$ cat src/rtl/eod_pkg.sv
// Shared types and constants of the elevator order dispatcher.
package eod_pkg;

	localparam int FLOORS_DEF = 4;
	localparam int FLOOR_W    = 2;
	localparam int BTN_W      = 2;
	localparam int DIR_W      = 2;

	typedef enum logic [1:0] {
		OP_PRESS = 2'd0,
		OP_SERVE = 2'd1,
		OP_CLEAR = 2'd2,
		OP_QUERY = 2'd3
	} op_t;

	localparam logic [BTN_W-1:0] BTN_UP   = 2'd0;
	localparam logic [BTN_W-1:0] BTN_DOWN = 2'd1;
	localparam logic [BTN_W-1:0] BTN_CAB  = 2'd2;

	localparam logic signed [DIR_W-1:0] DIR_DOWN = -2'sd1;
	localparam logic signed [DIR_W-1:0] DIR_STOP = 2'sd0;
	localparam logic signed [DIR_W-1:0] DIR_UP   = 2'sd1;

endpackage

$ cat src/rtl/elevator_order_dispatcher_core.sv
// Top level of the elevator order dispatcher: order state, update and result logic.

// The dispatcher keeps the pending orders of one elevator car: a mark per
// floor for the hall up, hall down and cab buttons, plus an ordered cab
// queue without duplicates. Every accepted item (press, serve, clear or
// query) updates that state and yields exactly one result item, computed
// on the updated state: the direction to drive from the given floor, the
// stop decision for that floor and the current travel direction, and a
// flag that tells whether nothing is pending. One item can be taken in every
// clock cycle while item_stall is low. The clock edge that accepts an item
// loads it into the input register; it moves on into the result register
// once that is free or being taken, and is offered on the result port.
// The whole update and decision for an item is a single pass of small logic
// over at most four floors, because the two-bit floor field can only
// reach floors zero to three even when FLOORS is set larger. The result
// register releases its item on a clean handshake. While the result side
// stalls with a full result register, the input register keeps its item,
// and the input side stalls only when the input register is also full.
// After reset all marks are clear and the cab queue is empty.
module elevator_order_dispatcher_core #(
	parameter int FLOORS = eod_pkg::FLOORS_DEF
) (
	input  logic                                   clk,
	input  logic                                   arst_n,
	input  logic                                   item_valid,
	output logic                                   item_stall,
	input  logic [1:0]                             op,
	input  logic [eod_pkg::FLOOR_W-1:0]            floor,
	input  logic [eod_pkg::BTN_W-1:0]              button,
	input  logic signed [eod_pkg::DIR_W-1:0]       travel_dir,
	output logic                                   result_valid,
	input  logic                                   result_stall,
	output logic signed [eod_pkg::DIR_W-1:0]       next_dir,
	output logic                                   should_stop,
	output logic                                   all_done
);

	// Floors that an item can actually name.
	localparam int NF    = (FLOORS < (1 << eod_pkg::FLOOR_W)) ? FLOORS
		: (1 << eod_pkg::FLOOR_W);
	localparam int LEN_W = $clog2(NF + 1);
	localparam int CNT_W = $clog2(2 * NF + 1);
	localparam logic [eod_pkg::FLOOR_W:0] NF_V = (eod_pkg::FLOOR_W + 1)'(NF);

	// Input register.
	logic                                 valid_s1;
	eod_pkg::op_t                         op_s1;
	logic [eod_pkg::FLOOR_W-1:0]          floor_s1;
	logic [eod_pkg::BTN_W-1:0]            button_s1;
	logic signed [eod_pkg::DIR_W-1:0]     dir_s1;

	// Order state.
	logic [2:0]                  marks_q [NF];
	logic [eod_pkg::FLOOR_W-1:0] queue_q [NF];
	logic [LEN_W-1:0]            len_q;

	logic [2:0]                  marks_d [NF];
	logic [eod_pkg::FLOOR_W-1:0] queue_d [NF];
	logic [LEN_W-1:0]            len_d;

	// Result register.
	logic                             out_valid_q;
	logic signed [eod_pkg::DIR_W-1:0] next_dir_q;
	logic                             stop_q;
	logic                             done_q;

	logic                             advance;
	logic                             load_s1;
	logic                             floor_ok;
	logic [NF-1:0]                    hit;
	logic                             seen;
	logic                             queued_d;
	logic                             up_here;
	logic                             down_here;
	logic                             any_up;
	logic                             any_down;
	logic                             any_mark;
	logic                             no_ahead;
	logic [CNT_W-1:0]                 above;
	logic [CNT_W-1:0]                 below;
	logic signed [eod_pkg::DIR_W-1:0] dir_calc;
	logic                             stop_calc;
	logic                             done_calc;

	// The stage moves whenever the result register is free or being taken.
	// The input register takes a new item when it is empty or moving on.
	assign advance    = !out_valid_q || !result_stall;
	assign load_s1    = !valid_s1 || advance;
	assign item_stall = !load_s1;
	assign floor_ok   = ({1'b0, floor_s1} < NF_V);

	// Cab queue entries that hold the item's floor, before the update.
	always_comb begin
		for (int i = 0; i < NF; i++) begin
			hit[i] = (LEN_W'(i) < len_q) && (queue_q[i] == floor_s1);
		end
	end

	// State update for the item in the input register.
	always_comb begin
		marks_d = marks_q;
		queue_d = queue_q;
		len_d   = len_q;
		seen    = 1'b0;
		unique case (op_s1)
			eod_pkg::OP_PRESS: begin
				if (floor_ok && button_s1 != 2'd3) begin
					for (int f = 0; f < NF; f++) begin
						if (eod_pkg::FLOOR_W'(f) == floor_s1) begin
							marks_d[f][button_s1] = 1'b1;
						end
					end
					if (button_s1 == eod_pkg::BTN_CAB && hit == '0
						&& len_q < LEN_W'(NF)) begin
						for (int i = 0; i < NF; i++) begin
							if (LEN_W'(i) == len_q) begin
								queue_d[i] = floor_s1;
							end
						end
						len_d = len_q + LEN_W'(1);
					end
				end
			end
			eod_pkg::OP_SERVE: begin
				if (floor_ok) begin
					for (int f = 0; f < NF; f++) begin
						if (eod_pkg::FLOOR_W'(f) == floor_s1) begin
							marks_d[f] = 3'b000;
						end
					end
					// Entries from the served one onward move one place forward.
					for (int j = 0; j < NF - 1; j++) begin
						seen = seen | hit[j];
						if (seen) begin
							queue_d[j] = queue_q[j + 1];
						end
					end
					if (hit != '0) begin
						len_d = len_q - LEN_W'(1);
					end
				end
			end
			eod_pkg::OP_CLEAR: begin
				for (int f = 0; f < NF; f++) begin
					marks_d[f] = 3'b000;
				end
				len_d = '0;
			end
			eod_pkg::OP_QUERY: begin
			end
			default: begin
			end
		endcase
	end

	// Decisions on the updated state.
	always_comb begin
		queued_d  = 1'b0;
		up_here   = 1'b0;
		down_here = 1'b0;
		any_up    = 1'b0;
		any_down  = 1'b0;
		any_mark  = 1'b0;
		above     = '0;
		below     = '0;
		for (int i = 0; i < NF; i++) begin
			if (LEN_W'(i) < len_d && queue_d[i] == floor_s1) begin
				queued_d = 1'b1;
			end
		end
		for (int f = 0; f < NF; f++) begin
			any_up   = any_up | marks_d[f][eod_pkg::BTN_UP];
			any_down = any_down | marks_d[f][eod_pkg::BTN_DOWN];
			any_mark = any_mark | (marks_d[f] != 3'b000);
			if (eod_pkg::FLOOR_W'(f) == floor_s1) begin
				up_here   = marks_d[f][eod_pkg::BTN_UP];
				down_here = marks_d[f][eod_pkg::BTN_DOWN];
			end
			if (eod_pkg::FLOOR_W'(f) < floor_s1) begin
				below = below + CNT_W'(marks_d[f][eod_pkg::BTN_UP])
					+ CNT_W'(marks_d[f][eod_pkg::BTN_DOWN]);
			end else if (eod_pkg::FLOOR_W'(f) > floor_s1) begin
				above = above + CNT_W'(marks_d[f][eod_pkg::BTN_UP])
					+ CNT_W'(marks_d[f][eod_pkg::BTN_DOWN]);
			end
		end

		// The queue head wins; otherwise the side with more hall calls, up on a tie.
		priority if (len_d != '0 && queue_d[0] < floor_s1) begin
			dir_calc = eod_pkg::DIR_DOWN;
		end else if (len_d != '0 && queue_d[0] > floor_s1) begin
			dir_calc = eod_pkg::DIR_UP;
		end else if (len_d != '0) begin
			dir_calc = eod_pkg::DIR_STOP;
		end else if (above >= below && above != '0) begin
			dir_calc = eod_pkg::DIR_UP;
		end else if (below > above) begin
			dir_calc = eod_pkg::DIR_DOWN;
		end else begin
			dir_calc = eod_pkg::DIR_STOP;
		end

		// A stopped car, or the unused direction code, has no call ahead.
		priority if (dir_s1 == eod_pkg::DIR_UP) begin
			no_ahead = !any_up;
		end else if (dir_s1 == eod_pkg::DIR_DOWN) begin
			no_ahead = !any_down;
		end else begin
			no_ahead = 1'b1;
		end

		// Marks beyond the reachable floors never exist, so up_here and
		// down_here stay clear for such a floor.
		stop_calc = queued_d
			|| (dir_s1 == eod_pkg::DIR_DOWN && down_here)
			|| (dir_s1 == eod_pkg::DIR_UP && up_here)
			|| (no_ahead && (up_here || down_here));

		done_calc = (len_d == '0) && !any_mark;
	end

	// Control state.
	always_ff @(posedge clk or negedge arst_n) begin
		if (!arst_n) begin
			valid_s1    <= 1'b0;
			out_valid_q <= 1'b0;
			len_q       <= '0;
			for (int f = 0; f < NF; f++) begin
				marks_q[f] <= 3'b000;
			end
		end else begin
			if (load_s1) begin
				valid_s1 <= item_valid;
			end
			if (advance) begin
				out_valid_q <= valid_s1;
				if (valid_s1) begin
					len_q   <= len_d;
					marks_q <= marks_d;
				end
			end
		end
	end

	// Payload registers.
	always_ff @(posedge clk) begin
		if (load_s1) begin
			op_s1     <= eod_pkg::op_t'(op);
			floor_s1  <= floor;
			button_s1 <= button;
			dir_s1    <= travel_dir;
		end
		if (advance && valid_s1) begin
			queue_q    <= queue_d;
			next_dir_q <= dir_calc;
			stop_q     <= stop_calc;
			done_q     <= done_calc;
		end
	end

	assign result_valid = out_valid_q;
	assign next_dir     = next_dir_q;
	assign should_stop  = stop_q;
	assign all_done     = done_q;

endmodule
$ cat config.mk
export PLATFORM = sky130hd
export DESIGN_NAME = elevator_order_dispatcher_core
export DESIGN_NICKNAME = d
export VERILOG_FILES = /design/src/rtl/eod_pkg.sv /design/src/rtl/elevator_order_dispatcher_core.sv
export SDC_FILE = /design/constraint.sdc
export NUM_CORES = 1
export LEC_CHECK = 0
export BUFFER_PORTS_ARGS = -buffer_cell sky130_fd_sc_hd__buf_2
export CORE_AREA = 2 2 64 127
export DETAILED_ROUTE_END_ITERATION = 16
export DIE_AREA = 0 0 66 129
export GPL_TIMING_DRIVEN = 0
export MAX_ROUTING_LAYER = met4
export PLACE_DENSITY_LB_ADDON = 0.12
export RECOVER_POWER = 50
export SLEW_MARGIN = 0
export SYNTH_ARGS = -nofsm -noshare
export SYNTH_HDL_FRONTEND = slang
export SYNTH_SLANG_ARGS = --single-unit
$ cat constraint.sdc
create_clock -name clk -period 6.1 [get_ports clk]
set_input_delay 1.22 -clock clk [delete_from_list [all_inputs] [get_ports clk]]
set_output_delay 1.22 -clock clk [all_outputs]
set_load 0.01 [all_outputs]
======== Yosys cells after proc, flatten, opt, wreduce, memory -nomap -nowiden ========
Cells that the tools add are included.
cells by class
  equal/unequal tests ..................... 20
  reductions and logical operators ........ 46
  mux-type cells .......................... 57
  $add $sub $neg .......................... 15
  bitwise operators ....................... 15
  order comparisons ....................... 23
operators with widths
  operator            count
  $add 4x1->4         12
  $mux 4              9
  $pmux 12 s3         1
  $mux 3              11
  $mux 2              15
  $logic_and 1x1->1   19
  $eq 2x2->1          8
  $mux 8              2
  $mux 1              15
  $reduce_bool 3->1   5
  $lt 1x3->1 const A  4
  $lt 2x3->1 const A  4
  $mux 12             1
  $or 3x3->3          4
  $pmux 6 s2          1
  $or 1x1->1          11
  $pmux 3 s3          1
  $reduce_bool 4->1   2
  $logic_not 1->1     7
  $eq 2x2->1 const B  3
  $eq 2x3->1 const A  2
  $logic_not 3->1     2
  $logic_or 1x1->1    6
  $eq 2x1->1 const B  2
  23 further kinds    29
storage, ports and cells
  logic and storage cells ................. 195
  output and inout port bits .............. 6
  flip-flop bits (word level) ............. 37
  input bits .............................. 12

======== Longest topological paths before layout ========
  depth after elaboration ................. 28
  depth in mapped cells ................... 22
  gate-level depth less buffers ........... 20

======== Least setup slack after synthesis ========
OpenSTA, ideal clock, no wires.
  path kind ............................... reg2reg
  from .................................... register floor_s1[0] (netlist bit)
  to ...................................... register next_dir_q (netlist bit next_dir[1]), data pin
  cell stages (with the launch flop) ...... 21
  library setup time ...................... 260 ps
  arrival time ............................ 4,418 ps
  path slack .............................. 1,421 ps
  clock period less this slack ............ 4,679 ps
  path buffers ............................ 2
  required time ........................... 5,840 ps
  cell sequence ........................... edfxtp_1 > buf_6 > buf_2 > nor3b_1 > o21ai_0 > a22oi_1 > ha_1 > nor2b_1 > fa_1 > a22o_1 > fa_1 > ha_1 > nor2_1 > nor2_1 > ha_1 > nor2b_1 > o21ai_0 > nand2b_1 > a21oi_1 > a41oi_1 > mux2_4
on the way
  word-level cells in the longest chain between the ends .. 24
  elaborated cells between the ends (all ways) .. 81
  those cells by class .................... add/sub (13); order compare (12); eq/ne (7); mux (35); reduce/logical (14)
ends and longest elaborated chain
  what                                         line                                                                          RTL
  from (decl)                                  elevator_order_dispatcher_core.sv:48                                          logic [eod_pkg::FLOOR_W-1:0] floor_s1;
  from (signal assigned)                       elevator_order_dispatcher_core.sv:249                                         floor_s1 <= floor;
  $logic_not 2->1                              elevator_order_dispatcher_core.sv:109, elevator_order_dispatcher_core.sv:127
  $mux 3                                       elevator_order_dispatcher_core.sv:109                                         if (eod_pkg::FLOOR_W'(f) == floor_s1) begin
  $mux 12                                      elevator_order_dispatcher_core.sv:107                                         if (floor_ok && button_s1 != 2'd3) begin
  $pmux 12 s3                                  elevator_order_dispatcher_core.sv:105                                         unique case (op_s1)
  $add 1x1->2                                  elevator_order_dispatcher_core.sv:181, elevator_order_dispatcher_core.sv:184
  $mux 2                                       elevator_order_dispatcher_core.sv:182                                         end else if (eod_pkg::FLOOR_W'(f) > floor_s1) begin
  $mux 2                                       elevator_order_dispatcher_core.sv:179                                         if (eod_pkg::FLOOR_W'(f) < floor_s1) begin
  $add 4x1->4                                  elevator_order_dispatcher_core.sv:183                                         above = above + CNT_W'(marks_d[f][eod_pkg::BTN_UP])
  (+8 left out)                                --
  $add 4x1->4                                  elevator_order_dispatcher_core.sv:184                                         + CNT_W'(marks_d[f][eod_pkg::BTN_DOWN]);
  $mux 4                                       elevator_order_dispatcher_core.sv:182
  $mux 4                                       elevator_order_dispatcher_core.sv:179
  $gt 4x4->1, or another cell as far along     elevator_order_dispatcher_core.sv:197                                         end else if (below > above) begin
  $mux 2 or $logic_and 1x1->1 (tied branches)  elevator_order_dispatcher_core.sv:197, elevator_order_dispatcher_core.sv:195
  $mux 2                                       elevator_order_dispatcher_core.sv:195                                         end else if (above >= below && above != '0) begin
  $mux 2                                       elevator_order_dispatcher_core.sv:193                                         end else if (len_d != '0) begin
  $mux 2                                       elevator_order_dispatcher_core.sv:191                                         end else if (len_d != '0 && queue_d[0] > floor_s1) begin
  to (signal assigned)                         elevator_order_dispatcher_core.sv:255                                         next_dir_q <= dir_calc;
  to (decl)                                    elevator_order_dispatcher_core.sv:63                                          logic signed [eod_pkg::DIR_W-1:0] next_dir_q;
Several ways; a longest one is shown, not always the timed one.
A chain may end at the register's enable or synchronous reset.

======== Final worst setup path ========
  from .................................... register floor_s1[0] (netlist bit)
  to ...................................... register next_dir_q (netlist bit next_dir[0]), data pin
on the way
  word-level cells in the longest chain between the ends .. 23
  elaborated cells between the ends (all ways) .. 81
  those cells by class .................... add/sub (13); order compare (12); eq/ne (7); mux (34); reduce/logical (15)
ends and longest elaborated chain
  what                                         line
  $logic_not 2->1                              elevator_order_dispatcher_core.sv:109, elevator_order_dispatcher_core.sv:127
  $mux 3                                       elevator_order_dispatcher_core.sv:109
  $mux 12                                      elevator_order_dispatcher_core.sv:107
  $pmux 12 s3                                  elevator_order_dispatcher_core.sv:105
  $add 1x1->2                                  elevator_order_dispatcher_core.sv:181, elevator_order_dispatcher_core.sv:184
  $mux 2                                       elevator_order_dispatcher_core.sv:182
  $mux 2                                       elevator_order_dispatcher_core.sv:179
  $add 4x1->4                                  elevator_order_dispatcher_core.sv:183
  (+7 left out)                                --
  $add 4x1->4                                  elevator_order_dispatcher_core.sv:183
  $add 4x1->4                                  elevator_order_dispatcher_core.sv:184
  $mux 4                                       elevator_order_dispatcher_core.sv:182
  $mux 4                                       elevator_order_dispatcher_core.sv:179
  $gt 4x4->1, or another cell as far along     elevator_order_dispatcher_core.sv:197
  $mux 2 or $logic_and 1x1->1 (tied branches)  elevator_order_dispatcher_core.sv:197, elevator_order_dispatcher_core.sv:195
  $mux 2                                       elevator_order_dispatcher_core.sv:195
  $mux 2                                       elevator_order_dispatcher_core.sv:193
Several ways; a longest one is shown, not always the timed one.

==> results.cfg <==
[run_status]
status = completed

[placed_design]
portBuffers = 17
gp_congestion = 0.9207
dp_cells = 481
dpl.hpwl_um = 7839

[cts]
post_cts_resized = 0
clkTransAtPathRegs_ns = 0.06
clock_latency_ns = 0.29
clock_path_buffers = 2
cts_buffers = 5
cts_tree = done
cts_root_buf = clkbuf_16
clock-sinks = 37
htreeDepth = 2
cts_hold_buf = 0
postCtsSetupBuffers = 0

[timing]
rsz0062_at_grt = no
period_minus_slack_ns = 5.266
fmax_mhz = 189.9
hold_viol = 0
fin_skew_ns = 0.006309
slew-limit-headroom_pct = 32.88
period_share_pct = 86.33
setup_violations = 0
timing.setup.tns_ns = 0
worst_slew_pin_slew_ns = 1.007
maxSlewViolCount = 0

[floorplan]
row_count = 45
pin_count = 18
die_area_um2 = 8514
die_h_um = 129
die_x_um = 66
core_um2 = 7545
start_util_pct = 44.10

[setup_path]
reg2reg_to = next_dir[0]
crit_top_cell = ha_1
ff2ff_path_depth = 21
path_class = reg2reg
cp-end-kind = register
path_depth = 21
start_kind = register
critical-path-slowest-cell = fa_1
critPathArrivalTime_ns = 5.30
required_ns = 6.14
path_buf_inv = 2
reg2reg_slack_ns = 0.83
path_max_fanout = 10
worst_path_largest_cell_delay_ns = 0.47
reg2reg_from = floor_s1[0]
cp_top_family = adder cells
worstPathCellList = buf_6, buf_2, nor3b_1, o21ai_0, a22oi_1, ha_1, nor2b_1, fa_1, a22o_1, fa_1, ha_1, nor2_1, nor2_1, ha_1, nor2b_1, o21ai_0, nand2b_1, a21oi_1, a41oi_1, nor3_1, mux2i_1

[run]
maxCapViolCount = 0

[global_route]
grt_max_degree = 20
grt_overflow = 0
antenna_found_initial = 0
grt_pass1_vias = 3226
grt_pass1_wl_um = 16410
grt_usage_pct = 26.71

[final_layout]
fill_cells = 778
layout_commonest_cell = nand2_1
instances_no_fill = 489
multiInputGateArea_um2 = 2116
seq_area_um2 = 1026
area_delta_synth_final_pct = 10.98
antennaDiodeCount = 0
drive_gt1_share_pct = 13.16
nets = 428
mostFrequentLayoutCells = nand2_1, a21oi_1, nor2_1, o21ai_0, edfxtp_1

[routing]
viasPerCell = 6.166
first_iter_violations = 223
ant_nets = 0
finalWirelength_um = 10030
vias = 3015
wl_per_cell_um = 20.51
drt_pre_antenna_iters = 5
drc = 0

[synth]
synth_ff_type = edfxtp_1
synth_cell_types = 77
synthArstFlopShare_pct = 45.95
synth_edf_count = 20
ys_seq_elements = 37
yosysSeqAreaShare_pct = 30.84
synth_area_um2 = 3327
synthCells = 370
synth_nets = 404
synth_top_area_cell = edfxtp_1
ys.warnings.count = 0
yosysTopAreaCellShare_pct = 18.05
syn_area_per_cell_um2 = 8.992
synth_area_leaders = edfxtp_1, dfrtp_1, ha_1

[worst_hold_path]
hold_class = reg2reg
min_path_cells = 2
worstHoldStart = marks_q[1]
min_to = marks_q[1]

[power]
p_leak_nw = 1.499
vdd_ir_drop_max_v = 0.0002656
power_density_nw_per_um2 = 329.7
-- worst max path at each step --
stage | start | slack (ns) | end
2_1_floorplan | floor_s1[0] | 1.42 | next_dir[1]
3_3_place_gp | floor_s1[0] | 0.88 | next_dir[0]
3_5_place_dp | floor_s1[0] | 0.84 | next_dir[0]
4_1_cts | floor_s1[0] | 0.82 | next_dir[0]
5_1_grt | floor_s1[0] | 0.39 | next_dir[0]
6_report | floor_s1[0] | 0.83 | next_dir[0]
-- Yosys cell counts, types with 5 or more instances --
| master | count |
|---|---|
| nor3_1 | 10 |
| a211o_1 | 5 |
| nand3_1 | 11 |
| clkbuf_1 | 12 |
| nor2_1 | 24 |
| a22oi_1 | 9 |
| a21oi_1 | 25 |
| mux2i_1 | 6 |
| a211oi_1 | 5 |
| inv_1 | 19 |
| o21ai_0 | 24 |
| edfxtp_1 | 20 |
| nor2b_1 | 6 |
| nand2_1 | 40 |
| ha_1 | 18 |
| nand2b_1 | 5 |
| dfrtp_1 | 17 |
-- area by class of cell --
type	instances	area share (%)
Clock inverter	3	1.220
Timing Repair Buffer	17	2.101
Buffer	21	2.779
Tap cell	94	3.185
Multi-Input combinational cell	290	57.30
Sequential cell	37	27.79
Clock buffer	5	3.389
Inverter	22	2.237
-- flip-flops by register name, summed over array words and instances, names as in the netlist --
register,flops
button_s1,2
result_valid,1
dir_s1,2
should_stop,1
floor_s1,2
marks_q,12
queue_q,8
op_s1,2
valid_s1,1
len_q,3
all_done,1
next_dir,2
-- layer usage --
metal	GRT usage [%]	part of all wire, %
met1	25.68	34
met2	47.36	55
met3	2.622	3.1
met4	20.29	8.3
met5	-	0
-- power breakdown --
group	switching (mW)	total, mW	internal, mW
Combinational	0.361	0.560	0.199
Sequential	0.0355	0.349	0.314
Clock	0.114	0.308	0.194
Total	0.510	1.22	0.707
-- kinds of logic after synthesis --
family / Yosys count / synth area share [%]
simple gates: 127 / 19.48
compound gates: 119 / 26.74
buf+inv: 43 / 5.566
flops: 37 / 30.84
fa+ha+maj: 22 / 9.177
xor+xnor: 11 / 4.250
mux: 11 / 3.949
-- metrics by stage --
| stage | setup WS (ns) | util [%] | cell area (um2) | total power [mW] | hold slack [ns] |
|---|---|---|---|---|---|
| 2_1_floorplan | 1.421 | - | 3327 | 0.7545 | 0.4503 |
| 3_3_place_gp | 0.8776 | 46.78 | 3530 | 0.9085 | 0.4646 |
| 3_5_place_dp | 0.8448 | 46.78 | 3530 | 0.9095 | 0.4706 |
| 4_1_cts | 0.8196 | 49.04 | 3700 | 1.219 | 0.4848 |
| 5_1_grt | 0.3880 | 48.94 | 3692 | 1.287 | 0.5158 |
| 6_report | 0.8339 | 48.94 | 3692 | 1.217 | 0.4862 |
-- tightest hold or removal path, stage by stage (launching register included) --
cell     delay (ns)
dfrtp_1        0.34
nand2_1        0.05
o21ai_0        0.06
No activity file was read; power rests on OpenSTA's default activity.
